==> config.mk <==
export PLATFORM = sky130hd
export DESIGN_NAME = stepper_axis_motion_controller
export DESIGN_NICKNAME = d
export VERILOG_FILES = /design/src/hw/rtl/smc_pkg.sv /design/src/hw/rtl/smc_cfg.sv /design/src/hw/rtl/smc_core.sv /design/src/hw/rtl/stepper_axis_motion_controller.sv
export SDC_FILE = /design/constraint.sdc
export NUM_CORES = 1
export LEC_CHECK = 0
export ABC_CLOCK_PERIOD_IN_PS = 4000
export BUFFER_PORTS_ARGS = -buffer_cell sky130_fd_sc_hd__buf_2
export CELL_PAD_IN_SITES_DETAIL_PLACEMENT = 1
export CELL_PAD_IN_SITES_GLOBAL_PLACEMENT = 2
export CORE_ASPECT_RATIO = 1.1
export CORE_UTILIZATION = 39
export CTS_CLUSTER_SIZE = 16
export DETAILED_ROUTE_END_ITERATION = 8
export PLACE_DENSITY = 0.87
export SYNTH_ARGS = -nofsm -noshare
export SYNTH_HDL_FRONTEND = slang
export SYNTH_SLANG_ARGS = --single-unit
==> constraint.sdc <==
create_clock -name clk_i -period 4 [get_ports clk_i]
set_input_delay 0 -clock clk_i [delete_from_list [all_inputs] [get_ports clk_i]]
set_output_delay 0 -clock clk_i [all_outputs]
set_load 0.01 [all_outputs]
==> src/hw/rtl/smc_pkg.sv <==
// shared types and constants of the stepper axis motion controller
// used by smc_cfg, smc_core and stepper_axis_motion_controller
`timescale 1ns / 1ps

package smc_pkg;

  localparam int unsigned CFG_W     = 16;
  localparam int unsigned CFG_IDX_W = 2;

  localparam logic [CFG_IDX_W-1:0] CFG_STEP_PERIOD   = 2'd0;
  localparam logic [CFG_IDX_W-1:0] CFG_TRAVEL_STEPS  = 2'd1;
  localparam logic [CFG_IDX_W-1:0] CFG_BACKOFF_STEPS = 2'd2;

  localparam logic [CFG_W-1:0] STEP_PERIOD_RST   = 16'd1000;
  localparam logic [CFG_W-1:0] TRAVEL_STEPS_RST  = 16'd2000;
  localparam logic [CFG_W-1:0] BACKOFF_STEPS_RST = 16'd500;

  typedef enum logic [2:0] {
    MODE_IDLE    = 3'd0,
    MODE_DOWN    = 3'd1,
    MODE_UP      = 3'd2,
    MODE_EMERG   = 3'd3,
    MODE_BACKOFF = 3'd4
  } mode_e;

  typedef enum logic [2:0] {
    CMD_DESCEND = 3'd0,
    CMD_ASCEND  = 3'd1,
    CMD_MOVE    = 3'd2,
    CMD_STOP    = 3'd3,
    CMD_RESET   = 3'd4,
    CMD_HOME    = 3'd5
  } cmd_e;

  typedef enum logic [2:0] {
    ERR_NONE     = 3'd0,
    ERR_BUSY     = 3'd1,
    ERR_EMERG    = 3'd2,
    ERR_NOT_HOME = 3'd3,
    ERR_RANGE    = 3'd4
  } err_e;

  typedef struct packed {
    logic [CFG_W-1:0] step_period;
    logic [CFG_W-1:0] travel_steps;
    logic [CFG_W-1:0] backoff_steps;
  } cfg_t;

  typedef struct packed {
    logic  step_strobe;
    logic  direction_up;
    logic  motor_enable;
    mode_e mode;
    err_e  error;
  } status_t;

endpackage

==> src/hw/rtl/smc_cfg.sv <==
// configuration register file of the stepper axis motion controller
// depends on smc_pkg
`timescale 1ns / 1ps

module smc_cfg (
  input  logic                        clk_i,
  input  logic                        rst_ni,
  input  logic                        cfg_we_i,
  input  logic [smc_pkg::CFG_IDX_W-1:0] cfg_index_i,
  input  logic [smc_pkg::CFG_W-1:0]   cfg_data_i,
  output smc_pkg::cfg_t               cfg_o
);

  smc_pkg::cfg_t cfg_q;

  always_ff @(posedge clk_i or negedge rst_ni) begin
    if (!rst_ni) begin
      cfg_q.step_period   <= smc_pkg::STEP_PERIOD_RST;
      cfg_q.travel_steps  <= smc_pkg::TRAVEL_STEPS_RST;
      cfg_q.backoff_steps <= smc_pkg::BACKOFF_STEPS_RST;
    end else if (cfg_we_i) begin
      case (cfg_index_i)
        smc_pkg::CFG_STEP_PERIOD:   cfg_q.step_period   <= cfg_data_i;
        smc_pkg::CFG_TRAVEL_STEPS:  cfg_q.travel_steps  <= cfg_data_i;
        smc_pkg::CFG_BACKOFF_STEPS: cfg_q.backoff_steps <= cfg_data_i;
        default: ;
      endcase
    end
  end

  assign cfg_o = cfg_q;

endmodule

==> src/hw/rtl/smc_core.sv <==
// motion state and next-state logic of the stepper axis motion controller
// depends on smc_pkg
`timescale 1ns / 1ps

module smc_core #(
  parameter int unsigned POSITION_WIDTH = 16,
  parameter int unsigned PERIOD_WIDTH   = 16
) (
  input  logic                      clk_i,
  input  logic                      rst_ni,
  input  logic                      fire_i,
  input  logic                      kind_i,
  input  logic [2:0]                command_i,
  input  logic [POSITION_WIDTH-1:0] target_steps_i,
  input  logic                      limit_pressed_i,
  input  smc_pkg::cfg_t             cfg_i,
  output smc_pkg::status_t          status_o,
  output logic [POSITION_WIDTH-1:0] position_o
);

  localparam int unsigned StepW =
    (POSITION_WIDTH > smc_pkg::CFG_W) ? POSITION_WIDTH : smc_pkg::CFG_W;
  localparam int unsigned RelW =
    (PERIOD_WIDTH > smc_pkg::CFG_W) ? PERIOD_WIDTH : smc_pkg::CFG_W;

  smc_pkg::mode_e            mode_q, mode_d;
  logic [POSITION_WIDTH-1:0] pos_q, pos_d;
  logic [StepW-1:0]          steps_q, steps_d;
  logic [PERIOD_WIDTH-1:0]   per_q, per_d;
  logic                      up_q, up_d;
  logic                      seek_q, seek_d;
  logic                      strobe;
  smc_pkg::err_e             err;
  logic                      active;
  logic [smc_pkg::CFG_W-1:0] period_eff;
  logic [RelW-1:0]           reload_wide;
  logic [PERIOD_WIDTH-1:0]   reload;
  logic [StepW-1:0]          target_x, travel_x, pos_x;

  // zero period acts as one
  assign period_eff  = (cfg_i.step_period == '0) ? smc_pkg::CFG_W'(1) : cfg_i.step_period;
  assign reload_wide = RelW'(period_eff - smc_pkg::CFG_W'(1));
  assign reload      = reload_wide[PERIOD_WIDTH-1:0];

  assign target_x = StepW'(target_steps_i);
  assign travel_x = StepW'(cfg_i.travel_steps);
  assign pos_x    = StepW'(pos_q);

  assign active = (mode_q == smc_pkg::MODE_DOWN) || (mode_q == smc_pkg::MODE_UP) ||
                  (mode_q == smc_pkg::MODE_BACKOFF);

  always_comb begin
    mode_d  = mode_q;
    pos_d   = pos_q;
    steps_d = steps_q;
    per_d   = per_q;
    up_d    = up_q;
    seek_d  = seek_q;
    strobe  = 1'b0;
    err     = smc_pkg::ERR_NONE;
    if (!kind_i) begin
      if (active) begin
        if (up_q && limit_pressed_i) begin
          if (seek_q) begin
            pos_d = '0;
          end
          mode_d  = smc_pkg::MODE_IDLE;
          seek_d  = 1'b0;
          steps_d = '0;
          per_d   = '0;
        end else if (per_q != '0) begin
          per_d = per_q - PERIOD_WIDTH'(1);
        end else if (!seek_q && steps_q == '0) begin
          // steps done: a backoff turns around and seeks the switch, other moves go idle
          if (mode_q == smc_pkg::MODE_BACKOFF) begin
            mode_d = smc_pkg::MODE_UP;
            up_d   = 1'b1;
            seek_d = 1'b1;
          end else begin
            mode_d = smc_pkg::MODE_IDLE;
            seek_d = 1'b0;
          end
          steps_d = '0;
          per_d   = '0;
        end else begin
          strobe = 1'b1;
          if (up_q) begin
            if (pos_q != '0) begin
              pos_d = pos_q - POSITION_WIDTH'(1);
            end
          end else if (pos_q != '1) begin
            pos_d = pos_q + POSITION_WIDTH'(1);
          end
          if (!seek_q && steps_q != '0) begin
            steps_d = steps_q - StepW'(1);
          end
          per_d = reload;
        end
      end
    end else begin
      case (command_i)
        smc_pkg::CMD_STOP: begin
          mode_d  = smc_pkg::MODE_EMERG;
          seek_d  = 1'b0;
          steps_d = '0;
          per_d   = '0;
        end
        smc_pkg::CMD_RESET: begin
          mode_d  = smc_pkg::MODE_IDLE;
          seek_d  = 1'b0;
          steps_d = '0;
          per_d   = '0;
        end
        smc_pkg::CMD_DESCEND, smc_pkg::CMD_ASCEND, smc_pkg::CMD_MOVE,
        smc_pkg::CMD_HOME: begin
          if (mode_q == smc_pkg::MODE_EMERG) begin
            err = smc_pkg::ERR_EMERG;
          end else if (mode_q != smc_pkg::MODE_IDLE) begin
            err = smc_pkg::ERR_BUSY;
          end else begin
            case (command_i)
              smc_pkg::CMD_DESCEND: begin
                if (!limit_pressed_i) begin
                  err = smc_pkg::ERR_NOT_HOME;
                end else begin
                  pos_d = '0;
                  up_d  = 1'b0;
                  if (cfg_i.travel_steps != '0) begin
                    mode_d  = smc_pkg::MODE_DOWN;
                    seek_d  = 1'b0;
                    steps_d = travel_x;
                    per_d   = '0;
                  end
                end
              end
              smc_pkg::CMD_ASCEND: begin
                up_d = 1'b1;
                if (limit_pressed_i) begin
                  pos_d = '0;
                end else begin
                  mode_d  = smc_pkg::MODE_UP;
                  seek_d  = 1'b1;
                  steps_d = '0;
                  per_d   = '0;
                end
              end
              smc_pkg::CMD_MOVE: begin
                if (target_x > travel_x) begin
                  err = smc_pkg::ERR_RANGE;
                end else if (target_x > pos_x) begin
                  mode_d  = smc_pkg::MODE_DOWN;
                  up_d    = 1'b0;
                  seek_d  = 1'b0;
                  steps_d = target_x - pos_x;
                  per_d   = '0;
                end else if (target_x < pos_x) begin
                  mode_d  = smc_pkg::MODE_UP;
                  up_d    = 1'b1;
                  seek_d  = 1'b0;
                  steps_d = pos_x - target_x;
                  per_d   = '0;
                end
              end
              default: begin
                // home: release the switch first when it is pressed and backoff_steps is nonzero, else seek it upward
                per_d = '0;
                if (limit_pressed_i && cfg_i.backoff_steps != '0) begin
                  mode_d  = smc_pkg::MODE_BACKOFF;
                  up_d    = 1'b0;
                  seek_d  = 1'b0;
                  steps_d = StepW'(cfg_i.backoff_steps);
                end else begin
                  mode_d  = smc_pkg::MODE_UP;
                  up_d    = 1'b1;
                  seek_d  = 1'b1;
                  steps_d = '0;
                end
              end
            endcase
          end
        end
        default: ;
      endcase
    end
  end

  always_ff @(posedge clk_i or negedge rst_ni) begin
    if (!rst_ni) begin
      mode_q  <= smc_pkg::MODE_IDLE;
      pos_q   <= '0;
      steps_q <= '0;
      per_q   <= '0;
      up_q    <= 1'b0;
      seek_q  <= 1'b0;
    end else if (fire_i) begin
      mode_q  <= mode_d;
      pos_q   <= pos_d;
      steps_q <= steps_d;
      per_q   <= per_d;
      up_q    <= up_d;
      seek_q  <= seek_d;
    end
  end

  assign status_o.step_strobe  = strobe;
  assign status_o.direction_up = up_d;
  assign status_o.motor_enable = (mode_d == smc_pkg::MODE_DOWN) ||
                                 (mode_d == smc_pkg::MODE_UP) ||
                                 (mode_d == smc_pkg::MODE_BACKOFF);
  assign status_o.mode         = mode_d;
  assign status_o.error        = err;
  assign position_o            = pos_d;

  // a step only comes out of a running motion
  a_step_needs_motion: assert property (@(posedge clk_i) disable iff (!rst_ni)
    fire_i && strobe |-> active && !kind_i)
    else $error("step strobe outside a running motion");

  // each step reloads the period counter
  a_step_reloads: assert property (@(posedge clk_i) disable iff (!rst_ni)
    fire_i && strobe |=> per_q == $past(reload))
    else $error("period counter not reloaded after a step");

  // a limit seek always runs upward
  a_seek_is_up: assert property (@(posedge clk_i) disable iff (!rst_ni)
    seek_q |-> up_q)
    else $error("limit seek without upward direction");

  // stopped modes carry no leftover motion
  a_stopped_clean: assert property (@(posedge clk_i) disable iff (!rst_ni)
    (mode_q == smc_pkg::MODE_IDLE || mode_q == smc_pkg::MODE_EMERG)
      |-> per_q == '0 && steps_q == '0 && !seek_q)
    else $error("stopped mode holds motion state");

endmodule

==> src/hw/rtl/stepper_axis_motion_controller.sv <==
// top level of the stepper axis motion controller: input and result registers
// depends on smc_pkg, smc_cfg and smc_core
`timescale 1ns / 1ps

// step/direction controller for one leadscrew axis with an upper limit switch
// input channel: in_valid_i / in_stall_o, one transfer per item; an item is a
//   one-microsecond tick (kind 0) or a command (kind 1), and every item
//   carries the current level of the limit switch
// result channel: out_valid_o / out_stall_i, exactly one result transfer per
//   input item, in order: step strobe, direction, driver enable, mode,
//   position in steps below the limit and an error code
// configuration: cfg_we_i writes cfg_data_i into register cfg_index_i
//   (0 step period, 1 travel, 2 backoff); write only while the block is idle
// path: an accepted item waits in the input register; its result is
//   registered in the result register and shown from then on until taken
// throughput: one item per cycle unless the result channel stalls, set by the
//   single pass of next-state logic between the input and result registers
// stall: when the result waits, the input register holds and in_stall_o rises
//   only once that register is full, so one further item is still taken
// reset: asynchronous, active low; the axis comes up idle at position 0 with
//   the default period, travel and backoff; both channels come up empty
module stepper_axis_motion_controller #(
  parameter int unsigned POSITION_WIDTH = 16,
  parameter int unsigned PERIOD_WIDTH   = 16
) (
  input  logic                          clk_i,
  input  logic                          rst_ni,
  // configuration write port
  input  logic                          cfg_we_i,
  input  logic [smc_pkg::CFG_IDX_W-1:0] cfg_index_i,
  input  logic [smc_pkg::CFG_W-1:0]     cfg_data_i,
  // input channel
  input  logic                          in_valid_i,
  output logic                          in_stall_o,
  input  logic                          kind_i,
  input  logic [2:0]                    command_i,
  input  logic [POSITION_WIDTH-1:0]     target_steps_i,
  input  logic                          limit_pressed_i,
  // result channel
  output logic                          out_valid_o,
  input  logic                          out_stall_i,
  output logic                          step_strobe_o,
  output logic                          direction_up_o,
  output logic                          motor_enable_o,
  output logic [2:0]                    mode_o,
  output logic [POSITION_WIDTH-1:0]     position_o,
  output logic [2:0]                    error_o
);

  smc_pkg::cfg_t             cfg;
  smc_pkg::status_t          status;
  logic [POSITION_WIDTH-1:0] position;

  // input register
  logic                      in_vld_q;
  logic                      kind_q;
  logic [2:0]                command_q;
  logic [POSITION_WIDTH-1:0] target_q;
  logic                      limit_q;

  // result register
  logic                      out_vld_q;
  smc_pkg::status_t          status_q;
  logic [POSITION_WIDTH-1:0] position_q;

  logic out_free;
  logic fire;
  logic in_xfer;

  // result register can take a new value when empty or being drained
  assign out_free   = !out_vld_q || !out_stall_i;
  assign fire       = in_vld_q && out_free;
  assign in_stall_o = in_vld_q && !out_free;
  assign in_xfer    = in_valid_i && !in_stall_o;

  smc_cfg u_cfg (
    .clk_i       (clk_i),
    .rst_ni      (rst_ni),
    .cfg_we_i    (cfg_we_i),
    .cfg_index_i (cfg_index_i),
    .cfg_data_i  (cfg_data_i),
    .cfg_o       (cfg)
  );

  smc_core #(
    .POSITION_WIDTH (POSITION_WIDTH),
    .PERIOD_WIDTH   (PERIOD_WIDTH)
  ) u_core (
    .clk_i           (clk_i),
    .rst_ni          (rst_ni),
    .fire_i          (fire),
    .kind_i          (kind_q),
    .command_i       (command_q),
    .target_steps_i  (target_q),
    .limit_pressed_i (limit_q),
    .cfg_i           (cfg),
    .status_o        (status),
    .position_o      (position)
  );

  always_ff @(posedge clk_i or negedge rst_ni) begin
    if (!rst_ni) begin
      in_vld_q <= 1'b0;
    end else if (in_xfer) begin
      in_vld_q <= 1'b1;
    end else if (fire) begin
      in_vld_q <= 1'b0;
    end
  end

  always_ff @(posedge clk_i) begin
    if (in_xfer) begin
      kind_q    <= kind_i;
      command_q <= command_i;
      target_q  <= target_steps_i;
      limit_q   <= limit_pressed_i;
    end
  end

  always_ff @(posedge clk_i or negedge rst_ni) begin
    if (!rst_ni) begin
      out_vld_q <= 1'b0;
    end else if (out_free) begin
      out_vld_q <= in_vld_q;
    end
  end

  always_ff @(posedge clk_i) begin
    if (fire) begin
      status_q   <= status;
      position_q <= position;
    end
  end

  assign out_valid_o    = out_vld_q;
  assign step_strobe_o  = status_q.step_strobe;
  assign direction_up_o = status_q.direction_up;
  assign motor_enable_o = status_q.motor_enable;
  assign mode_o         = status_q.mode;
  assign error_o        = status_q.error;
  assign position_o     = position_q;

endmodule
# Yosys cells after proc, flatten, opt, wreduce, memory -nomap -nowiden
# Cells that the tools add are included.
# word_totals
reg_bits	149
in_bits	44
output_inout_bits	27
wordCells	206
# classes
add_sub_neg	7
order_cmp	3
n_eq_ne	24
mux	102
bitwise_logic	3
n_reduce_logical	44
# op_table
op	n
$mux 16	42
$pmux 16 s3	2
$reduce_bool 16->1	5
$pmux 16 s2	2
$sub 16x1->16 const B	4
$mux 3	15
$gt 16x16->1	2
$logic_not 16->1	2
$sub 16x16->16	2
$mux 1	31
$reduce_and 12->1	2
$pmux 3 s3	2
$add 16x1->16 const B	1
$lt 16x16->1	1
$ne 16x16->1 const B	1
$eq 3x2->1 const B	5
$eq 3x3->1 const B	4
$ne 4x4->1 const B	3
$reduce_or 4->1	3
$reduce_and 10->1	1
$eq 3x1->1 const B	3
$mux 2	4
$reduce_and 2->1	4
$logic_and 1x1->1	7
19 further kinds	35

# Longest topological paths before layout
# Gate-level depths: netlist of run 1.
# logic_depth
ltp_word	12
ltp_mapped	14
ltp_nobuf	12

# Cells and area by module
# From an unflattened synthesis of run 1, not the netlist that was laid out.
# hier_totals
hier_cells	1163
hier_area_um2	10432.5
# by_module_without_submodules
mod	n_inst	cells_per_inst	area_each_um2
smc_core	1	1007	7120.6
smc_cfg	1	102	1838.0
stepper_axis_motion_controller	1	54	1473.9

# Worst setup path after synthesis of run 1
# Ideal clock, no wire load.
# synth_path
path_type	flip-flop to flip-flop
startpoint	register u_cfg.cfg_q (netlist bit u_cfg.cfg_o[39])
endpoint	register u_core.per_q[12]
setup_ns	0.127
t_arrival_ns	3.063
required_ns	3.873
path_slack_ns	0.810
stages_incl_launch_ff	13
n_path_buf	0
cell_sequence	dfstp_2 -> or4_1 -> or3_1 -> or4_1 -> nor2b_1 -> a21oi_1 -> ha_1 -> nor3b_1 -> nand2_1 -> nor3_1 -> xor2_1 -> a221oi_1 -> o31ai_1
# synth_via
elab_chain_len	8
# synth_rtl
element	line	text
start, declared	smc_cfg.sv:14	smc_pkg::cfg_t cfg_q;
$logic_not 16->1	smc_core.sv:41	assign period_eff = (cfg_i.step_period == '0) ? smc_pkg::CFG_W'(1) : cfg_i.step_period;
$mux 16 (*)	smc_core.sv:41	
$sub 16x1->16 (*)	smc_core.sv:42	assign reload_wide = RelW'(period_eff - smc_pkg::CFG_W'(1));
$mux 16 (*)	smc_core.sv:73	end else if (!seek_q && steps_q == '0) begin
$mux 16 (*)	smc_core.sv:71	end else if (per_q != '0) begin
$mux 16 (*)	smc_core.sv:63	if (up_q && limit_pressed_i) begin
$mux 16 (*)	smc_core.sv:62	if (active) begin
$mux 16 (*)	smc_core.sv:61	if (!kind_i) begin
end signal, assigned	smc_core.sv:199	per_q <= per_d;
end, declared	smc_core.sv:29	logic [PERIOD_WIDTH-1:0] per_q, per_d;
# Mark *: on every way between the ends. The rest lies on a longest branch, timed or not. The select of a mux whose other input is x is not followed.
# A chain may end at the register's enable or synchronous reset.

# Worst setup path after layout of run 1
# layout_path
startpoint	register u_core.pos_q[3]
endpoint	register u_core.steps_q[14]
# layout_via
elab_chain_len	9
# layout_rtl
element	line	text
start, declared	smc_core.sv:27	logic [POSITION_WIDTH-1:0] pos_q, pos_d;
start signal, assigned	smc_core.sv:197	pos_q <= pos_d;
$sub 16x16->16	smc_core.sv:160	steps_d = pos_x - target_x;
$mux 16	smc_core.sv:156	end else if (target_x < pos_x) begin
$mux 16	smc_core.sv:150	end else if (target_x > pos_x) begin
$mux 16	smc_core.sv:148	if (target_x > travel_x) begin
$pmux 16 s3	smc_core.sv:121	case (command_i)
$mux 16	smc_core.sv:118	end else if (mode_q != smc_pkg::MODE_IDLE) begin
$mux 16	smc_core.sv:116	if (mode_q == smc_pkg::MODE_EMERG) begin
$pmux 16 s2	smc_core.sv:101	case (command_i)
$mux 16	smc_core.sv:61	
end signal, assigned	smc_core.sv:198	steps_q <= steps_d;
end, declared	smc_core.sv:28	logic [StepW-1:0] steps_q, steps_d;
# Several ways; a longest one is shown, not always the timed one. The select of a mux whose other input is x is not followed.

==> results of run 1 <==
metal layers:
metal	vias up	part of all wire, %
met5	-	0
met4	0	3.0
met3	62	4.6
met2	299	50
met1	4982	43
li1	4490	-
power by group through the flow:
stage	clock, W	combinational [W]	sequential [W]
floorplan	0	0.00229	0.00222
global placement	0	0.00316	0.00239
detailed placement	0	0.00321	0.00241
CTS	0.00163	0.00327	0.00239
global route	0.00169	0.00363	0.00245
finish	0.00162	0.00332	0.00240
final cells by class:
class	instances	share of cell area [%]
inverters	71	2.18
flip-flops and latches	149	32.6
repair buffers	155	8.95
clock buffers	17	3.48
clock inverters	15	1.16
well taps	352	3.60
multi-input cells	861	48.1
worst reg2reg max path, delay by kind of cell (launching register included):
family	cells	cell delay [ns]
adder cells (fa/ha/maj)	1	0.49
AO/OA/AOI/OAI	4	1.13
flip-flops	1	0.55
AND/OR/NAND/NOR	4	1.48
stage by stage:
step	worst slack, ns	cell area, sq um	power, W	cells
after global routing	0.112	12200	0.00777	1620
after detailed placement	0.332	11200	0.00562	1547
final	0.242	12200	0.00734	1620
after CTS	0.324	12200	0.00729	1620
after global placement	0.394	11200	0.00555	1547
after floorplan	0.810	10400	0.00451	1140
final timing paths:
check	to	start	cells after the start	slack, ns
hold / removal	u_cfg.cfg_o[33]	cfg_index_i[1]	3	0.13
setup reg to reg	u_core.steps_q[14]	u_core.pos_q[3]	9	0.24
min in group asynchronous	u_core.steps_q[8]	rst_ni	2	0.17
max in group asynchronous	out_valid_o	rst_ni	3	2.86
setup / recovery	u_core.steps_q[14]	u_core.pos_q[3]	9	0.24
hold reg to reg	u_core.per_q[5]	u_core.per_q[5]	2	0.50
state kept, by name (all words and copies together), names as in the netlist, 3 cells and up:
name / flops
command_q: 3
error_o: 3
mode_o: 3
position_o: 16
target_q: 16
u_cfg.cfg_o: 48
u_core.mode_q: 3
u_core.per_q: 16
u_core.pos_q: 16
u_core.steps_q: 16
cell usage after synthesis, types with 6 or more instances:
cell / number / area [sq um]
or3_1: 18 / 113
mux2i_1: 12 / 120
inv_1: 71 / 267
and2_1: 8 / 50.1
a31oi_1: 14 / 87.6
or4_1: 10 / 75.1
a21oi_1: 80 / 400
o21ai_0: 82 / 410
ha_1: 53 / 663
dfstp_2: 18 / 473
nand4_1: 16 / 100
xnor2_1: 8 / 70.1
a221oi_1: 8 / 70.1
xor2_1: 16 / 140
nor2_1: 79 / 297
o22ai_1: 13 / 81.3
o21a_1: 7 / 52.6
or2_2: 6 / 37.5
mux2_2: 53 / 597
a22oi_1: 13 / 97.6
and3_1: 11 / 68.8
nand3_1: 29 / 145
edfxtp_1: 46 / 1380
buf_2: 14 / 70.1
o31ai_1: 13 / 97.6
a211oi_1: 8 / 60.1
nand2b_1: 8 / 50.1
a21o_1: 12 / 90.1
nor4_1: 20 / 125
nand2_1: 86 / 323
dfrtp_1: 85 / 2130
o21bai_1: 8 / 60.1
nor3_1: 38 / 190
o211ai_1: 13 / 97.6
o21ai_1: 14 / 70.1
clkbuf_1: 33 / 124
cell families (layout without fill, tap and decap cells):
family,count (synthesis),in the layout,share of synthesized area [%]
and+or+nand+nor,369,369,18.6
AOI/OAI and AO/OA,347,347,21.8
DFF,149,149,38.2
buffers and inverters,130,258,5.62
muxes,66,66,7.02
adders and majority gates,55,55,6.74
xor gates and xnor gates,24,24,2.01
what timing repair did:
action	4_1_cts	5_1_grt
buffers inserted	0	0
endpoints found under the hold margin	117	0
hold buffers	41	0
==> run summary, run 1 <==
fin. max-slew vios -> 0
GPL Wtd Cong -> 0.960
routed wire length -> 38.4 mm
Fill cells -> 3078
DP HPWL -> 28.6 mm
crit-path cells -> ha_1, and2_1, nand3_1, or4_1, a211o_1, a21oi_1, or3_1, o21ai_0, a31o_2
met3 GRT Util -> 4.25%
Clock Power Share -> 22.0%
Die Ht -> 174 um
PortBufs -> 70
Setup TNS -> 0 ns
register area share after synthesis -> 38.2%
Worst Path Required -> 4.33 ns
Min Hold Slack -> 0.132 ns
commonest non-fill, non-tap cell in the layout -> nand2_1
Vias/cell -> 6.07
Tcrit/Tclk final -> 93.9%
Max Fclk -> 266 MHz
Post-layout nets -> 1354
Net Sw Frac -> 44.4%
commonest cells after routing, fill and taps aside -> 86 x nand2_1, 85 x dfrtp_1, 82 x o21ai_0, 80 x a21oi_1, 79 x nor2_1
clk buf depth -> 2
grt total ovfl -> 0
RSZ-0062 raised after global routing -> false
M1 GR Usage -> 36.7%
Core ar. -> 26200 sq um
normalized max-slew margin -> 8.44%
Comb pwr share -> 45.3%
Slew @ Worst Pin -> 1.37 ns
Max FO, Critical Path -> 17
clk_lat worst skew -> 0.45 ns
vias in the first global route -> 10100
CTS Buf Count -> 17
endpoints failing setup -> 0
syn nets -> 1239
Final Hold Fails -> 0
skew final -> 0.0173 ns
DRT iter0 DRCs -> 682
part of the power in registers -> 32.7%
Post-CTS Resized -> 0
PwrDens -> 601 nW/um^2
Pre-antenna DRT Iters -> 6
# IOs -> 71
max-cap violations -> 0
Mapped Area -> 10400 sq um
CP bufs+invs -> 0
Via Count -> 9833
Core Rows -> 62
Worst path top cell family by delay -> simple AND/OR/NAND/NOR gates
Period minus WS final -> 3.76 ns
pin count of the biggest net entering global routing -> 49
GR Util met2 -> 48.8%
status -> finished, final reports clean
type of the worst setup path -> reg2reg
die area -> 27400 sq um
Post-synth EDFFs -> 46
asr flop ratio synth -> 69.1%
Internal Power -> 0.00408 W
CP Capture Type -> register
CTS tree -> done
register area -> 3980 sq um
H-tree lvl count -> 4
gr usage total -> 28.8%
antenna viol nets, final -> 0
critical path's slowest cell -> or3_1
initial core utilization -> 39.8%
Cell variety after synth -> 93
Area Growth Syn to Fin -> 17.2%
Max stage delay on crit path -> 0.59 ns
Most Crowded Layer GR -> met2
Avg WL per Cell -> 23.7 um
Hold Crit Class -> in2reg
area of the multi-input gates -> 5880 sq um
DRC Markers -> 0
initial antenna violation count -> 0
global-route wire length before repair -> 59.6 mm
ANT cells -> 0
Ys Warns -> 0
Syn Inst Count -> 1140
layout cells sized above 1 -> 19.7%
worst vdd ir -> 311 uV
Final Util -> 46.6%
Most used DFF post-synth -> dfrtp_1
synthesized area per cell -> 9.15 sq um
Worst-path clk slew -> 0.07 ns
Worst EP arrival -> 4.09 ns
clk sink count -> 149
Leak -> 5.04 nW
crit start category -> register
FF+latch count, synth -> 149
total net switching power -> 0.00326 W
chip width -> 158 um
clock root buffer -> clkbuf_16
No activity file was read; power rests on OpenSTA's default activity.
==> inputs of run 2 (changes only) <==
Settings changed: ABC_AREA set to 1, CORE_UTILIZATION 39 to 37, CTS_BUF_LIST set to sky130_fd_sc_hd__clkbuf_4 sky130_fd_sc_hd__clkbuf_8, PLACE_DENSITY 0.87 to 0.9.
==> run summary, run 2 <==
status -> finished, final reports clean (unchanged)
syn nets -> 1685 (was 1239)
max-cap violations -> 0 (unchanged)
GPL Wtd Cong -> 0.915 (was 0.960)
fin. max-slew vios -> 0 (unchanged)
crit start category -> register (unchanged)
Leak -> 6.17 nW (was 5.04 nW)
Final Hold Fails -> 0 (unchanged)
Area Growth Syn to Fin -> 13.2% (was 17.2%)
area of the multi-input gates -> 6240 sq um (was 5880 sq um)
DRC Markers -> 0 (unchanged)
Setup TNS -> 0 ns (unchanged)
commonest cells after routing, fill and taps aside -> 439 x nand2_1, 197 x inv_1, 153 x nor2_1, 130 x o21ai_0, 110 x nand3_1 (was 86 x nand2_1, 85 x dfrtp_1, 82 x o21ai_0, 80 x a21oi_1, 79 x nor2_1)
Via Count -> 11000 (was 9833)
vias in the first global route -> 11400 (was 10100)
PortBufs -> 70 (unchanged)
Cell variety after synth -> 58 (was 93)
Clock Power Share -> 14.1% (was 22.0%)
max layer used -> met4 (unchanged)
initial antenna violation count -> 0 (unchanged)
crit-path cells -> inv_1, ha_1, nand4_1, nor2_2, nand3_1, inv_1, nor2_1, inv_1, a21oi_1, nand2_1, nand2_1, nand2_1, o21ai_1, nand2_1, o21ai_0 (was ha_1, and2_1, nand3_1, or4_1, a211o_1, a21oi_1, or3_1, o21ai_0, a31o_2)
layout cells sized above 1 -> 12.8% (was 19.7%)
Max FO, Critical Path -> 12 (was 17)
Max stage delay on crit path -> 0.82 ns (was 0.59 ns)
Area contributors post-synth -> dfrtp_1 19%, nand2_1 15%, edfxtp_1 12%, inv_1 6.6%, ha_1 5.9% (was dfrtp_1 20%, edfxtp_1 13%, ha_1 6.4%, mux2_2 5.7%, dfstp_2 4.5%)
ANT cells -> 0 (unchanged)
global-route wire length before repair -> 63.7 mm (was 59.6 mm)
Worst Path Required -> 4.39 ns (was 4.33 ns)
Yosys top cell area share -> 18.9% (was 20.4%)
asr flop ratio synth -> 69.1% (unchanged)
met3 routed WL -> 1.23 mm (was 1.78 mm)
CP Capture Type -> register (unchanged)
DRT iter0 DRCs -> 649 (was 682)
Core ar. -> 29800 sq um (was 26200 sq um)
Worst path top cell family by delay -> simple AND/OR/NAND/NOR gates (unchanged)
Pwr Total -> 0.00895 W (was 0.00734 W)
CP bufs+invs -> 3 (was 0)
clock root buffer -> clkbuf_8 (was clkbuf_16)
Tcrit/Tclk final -> 84.4% (was 93.9%)
chip width -> 168 um (was 158 um)
part of the power in registers -> 27.8% (was 32.7%)
CTS tree -> done (unchanged)
Pre-antenna DRT Iters -> 6 (unchanged)
most numerous cell in the Yosys netlist -> nand2_1 (unchanged)
DP HPWL -> 31.3 mm (was 28.6 mm)
CTS Buf Count -> 17 (unchanged)
Avg WL per Cell -> 19.2 um (was 23.7 um)
clk buf depth -> 2 (unchanged)
Net Sw Frac -> 52.7% (was 44.4%)
Period minus WS final -> 3.38 ns (was 3.76 ns)
Worst R2R Path Depth -> 15 (was 9)
Post-layout nets -> 1780 (was 1354)
Mapped Area -> 11300 sq um (was 10400 sq um)
Post-CTS Setup Bufs -> 0 (unchanged)
Internal Power -> 0.00423 W (was 0.00408 W)
type of the worst setup path -> reg2reg (unchanged)
H-tree lvl count -> 4 (unchanged)
synthesized area per cell -> 7.11 sq um (was 9.15 sq um)
Slew @ Worst Pin -> 1.12 ns (was 1.37 ns)
max reg flops -> 48 (unchanged)
grt total ovfl -> 0 (unchanged)
FF-to-FF Start -> u_core.steps_q[0] (was u_core.pos_q[3])
Die Ht -> 185 um (was 174 um)
r2r setup slk -> 0.62 ns (was 0.24 ns)
skew final -> 0.0251 ns (was 0.0173 ns)
# IOs -> 71 (unchanged)
WL met2 -> 20.1 mm (was 19.0 mm)
Core Rows -> 66 (was 62)
PwrDens -> 701 nW/um^2 (was 601 nW/um^2)
endpoints failing setup -> 0 (unchanged)
reg2reg end -> u_core.pos_q[15] (was u_core.steps_q[14])
antenna viol nets, final -> 0 (unchanged)
FF+latch count, synth -> 149 (unchanged)
Post-synth EDFFs -> 46 (unchanged)
Ys Warns -> 0 (unchanged)
routed wire length -> 40.3 mm (was 38.4 mm)
clk_lat worst skew -> 0.49 ns (was 0.45 ns)
die area -> 31200 sq um (was 27400 sq um)
Syn Inst Count -> 1586 (was 1140)
CP most frequent cell -> nand2_1
register area -> 3980 sq um (unchanged)
Synth top cells by count -> 439 x nand2_1, 197 x inv_1, 153 x nor2_1 (was 86 x nand2_1, 85 x dfrtp_1, 82 x o21ai_0)
commonest non-fill, non-tap cell in the layout -> nand2_1 (unchanged)
Comb pwr share -> 58.1% (was 45.3%)
Most used DFF post-synth -> dfrtp_1 (unchanged)
Worst EP arrival -> 3.77 ns (was 4.09 ns)
total net switching power -> 0.00472 W (was 0.00326 W)
pin count of the biggest net entering global routing -> 42 (was 49)
Hold Crit Class -> in2async (was in2reg)
register area share after synthesis -> 35.3% (was 38.2%)
Vias/cell -> 5.22 (was 6.07)
Max Fclk -> 296 MHz (was 266 MHz)
wl on met1 -> 17.9 mm (was 16.5 mm)
initial core utilization -> 37.8% (was 39.8%)
RSZ-0062 raised after global routing -> false (unchanged)
gr usage total -> 26.9% (was 28.8%)
worst vdd ir -> 297 uV (was 311 uV)
clk sink count -> 149 (unchanged)
Worst-path clk slew -> 0.10 ns (was 0.07 ns)
Fill cells -> 3825 (was 3078)
post-synth top area cell -> dfrtp_1 (unchanged)
normalized max-slew margin -> 24.8% (was 8.44%)
critical path's slowest cell -> nor2_1 (was or3_1)
## run 2: cell types whose count changed after synthesis, moves of 14 or more
cell,delta
inv_1,+126
nor4_1,-14
nor3_1,-25
mux2_2,-53
or3_1,-18
nand2_2,+20
a21oi_1,-22
nand2_1,+353
nor2_1,+74
xor2_1,+22
o21ai_0,+48
nand3_1,+81
## run 2: metrics by stage
step | util (%) | cells | worst slack, ns | cell area [sq um] | hold WS, ns
after floorplan | - | 1586 | 1.52 | 11300 | -0.296
after global placement | 40.1 | 2030 | 0.893 | 12000 | 0.0844
after detailed placement | 40.1 | 2030 | 0.744 | 12000 | 0.0898
after CTS | 42.8 | 2102 | 0.710 | 12800 | 0.0977
after global routing | 42.8 | 2102 | 0.418 | 12800 | 0.125
final | 42.8 | 2102 | 0.625 | 12800 | 0.0823
## run 2: logic make-up (layout without fill, tap and decap cells)
logic type,after synthesis,in the layout,synth area share [%]
and+or+nand+nor,810,810,31.5
AOI/OAI and AO/OA,271,271,14.1
buffers and inverters,255,363,9.30
DFF,149,149,35.3
adders and majority gates,55,55,6.24
xor gates and xnor gates,46,46,3.57
## run 2: how the worst max path moves through the flow
stage | startpoint | endpoint | slack (ns) | cells after the start
2_1_floorplan | u_core.pos_q[1] | u_core.per_q[1] | 1.52 | 15
3_3_place_gp | u_core.pos_q[1] | u_core.per_q[4] | 0.89 | 15
3_5_place_dp | u_core.steps_q[0] | u_core.pos_q[15] | 0.74 | 15
4_1_cts | u_core.steps_q[0] | u_core.pos_q[15] | 0.71 | 15
5_1_grt | u_core.steps_q[0] | u_core.pos_q[15] | 0.42 | 15
6_report | u_core.steps_q[0] | u_core.pos_q[15] | 0.62 | 15
## run 2: area by class of cell
cell class / count / area share, %
clock inverter: 14 / 1.23
multi-input combinational: 1182 / 48.9
timing repair buffer: 121 / 6.55
tap: 408 / 4.00
inverter: 210 / 6.20
sequential: 149 / 31.2
clock buffer: 18 / 1.89
## run 2: repair_timing
| action | CTS | global route |
|---|---|---|
| gates resized for setup | 0 | 0 |
| hold buffers | 40 | 0 |
| endpoints found under the hold margin | 110 | 0 |
## run 2: power by group through the flow
| stage | Combinational (W) | Clock, W | Sequential (W) |
|---|---|---|---|
| 4_1_cts | 0.00518 | 0.00129 | 0.00248 |
| 3_5_place_dp | 0.00511 | 0 | 0.00251 |
| 2_1_floorplan | 0.00381 | 0 | 0.00233 |
| 6_report | 0.00520 | 0.00126 | 0.00249 |
| 5_1_grt | 0.00583 | 0.00134 | 0.00253 |
| 3_3_place_gp | 0.00499 | 0 | 0.00250 |
## run 2: per-layer routing
metal,global-route usage [%],vias up
met5,0,-
met4,9.16,0
met3,2.82,50
met2,48.1,216
met1,33.6,5358
li1,-,5340
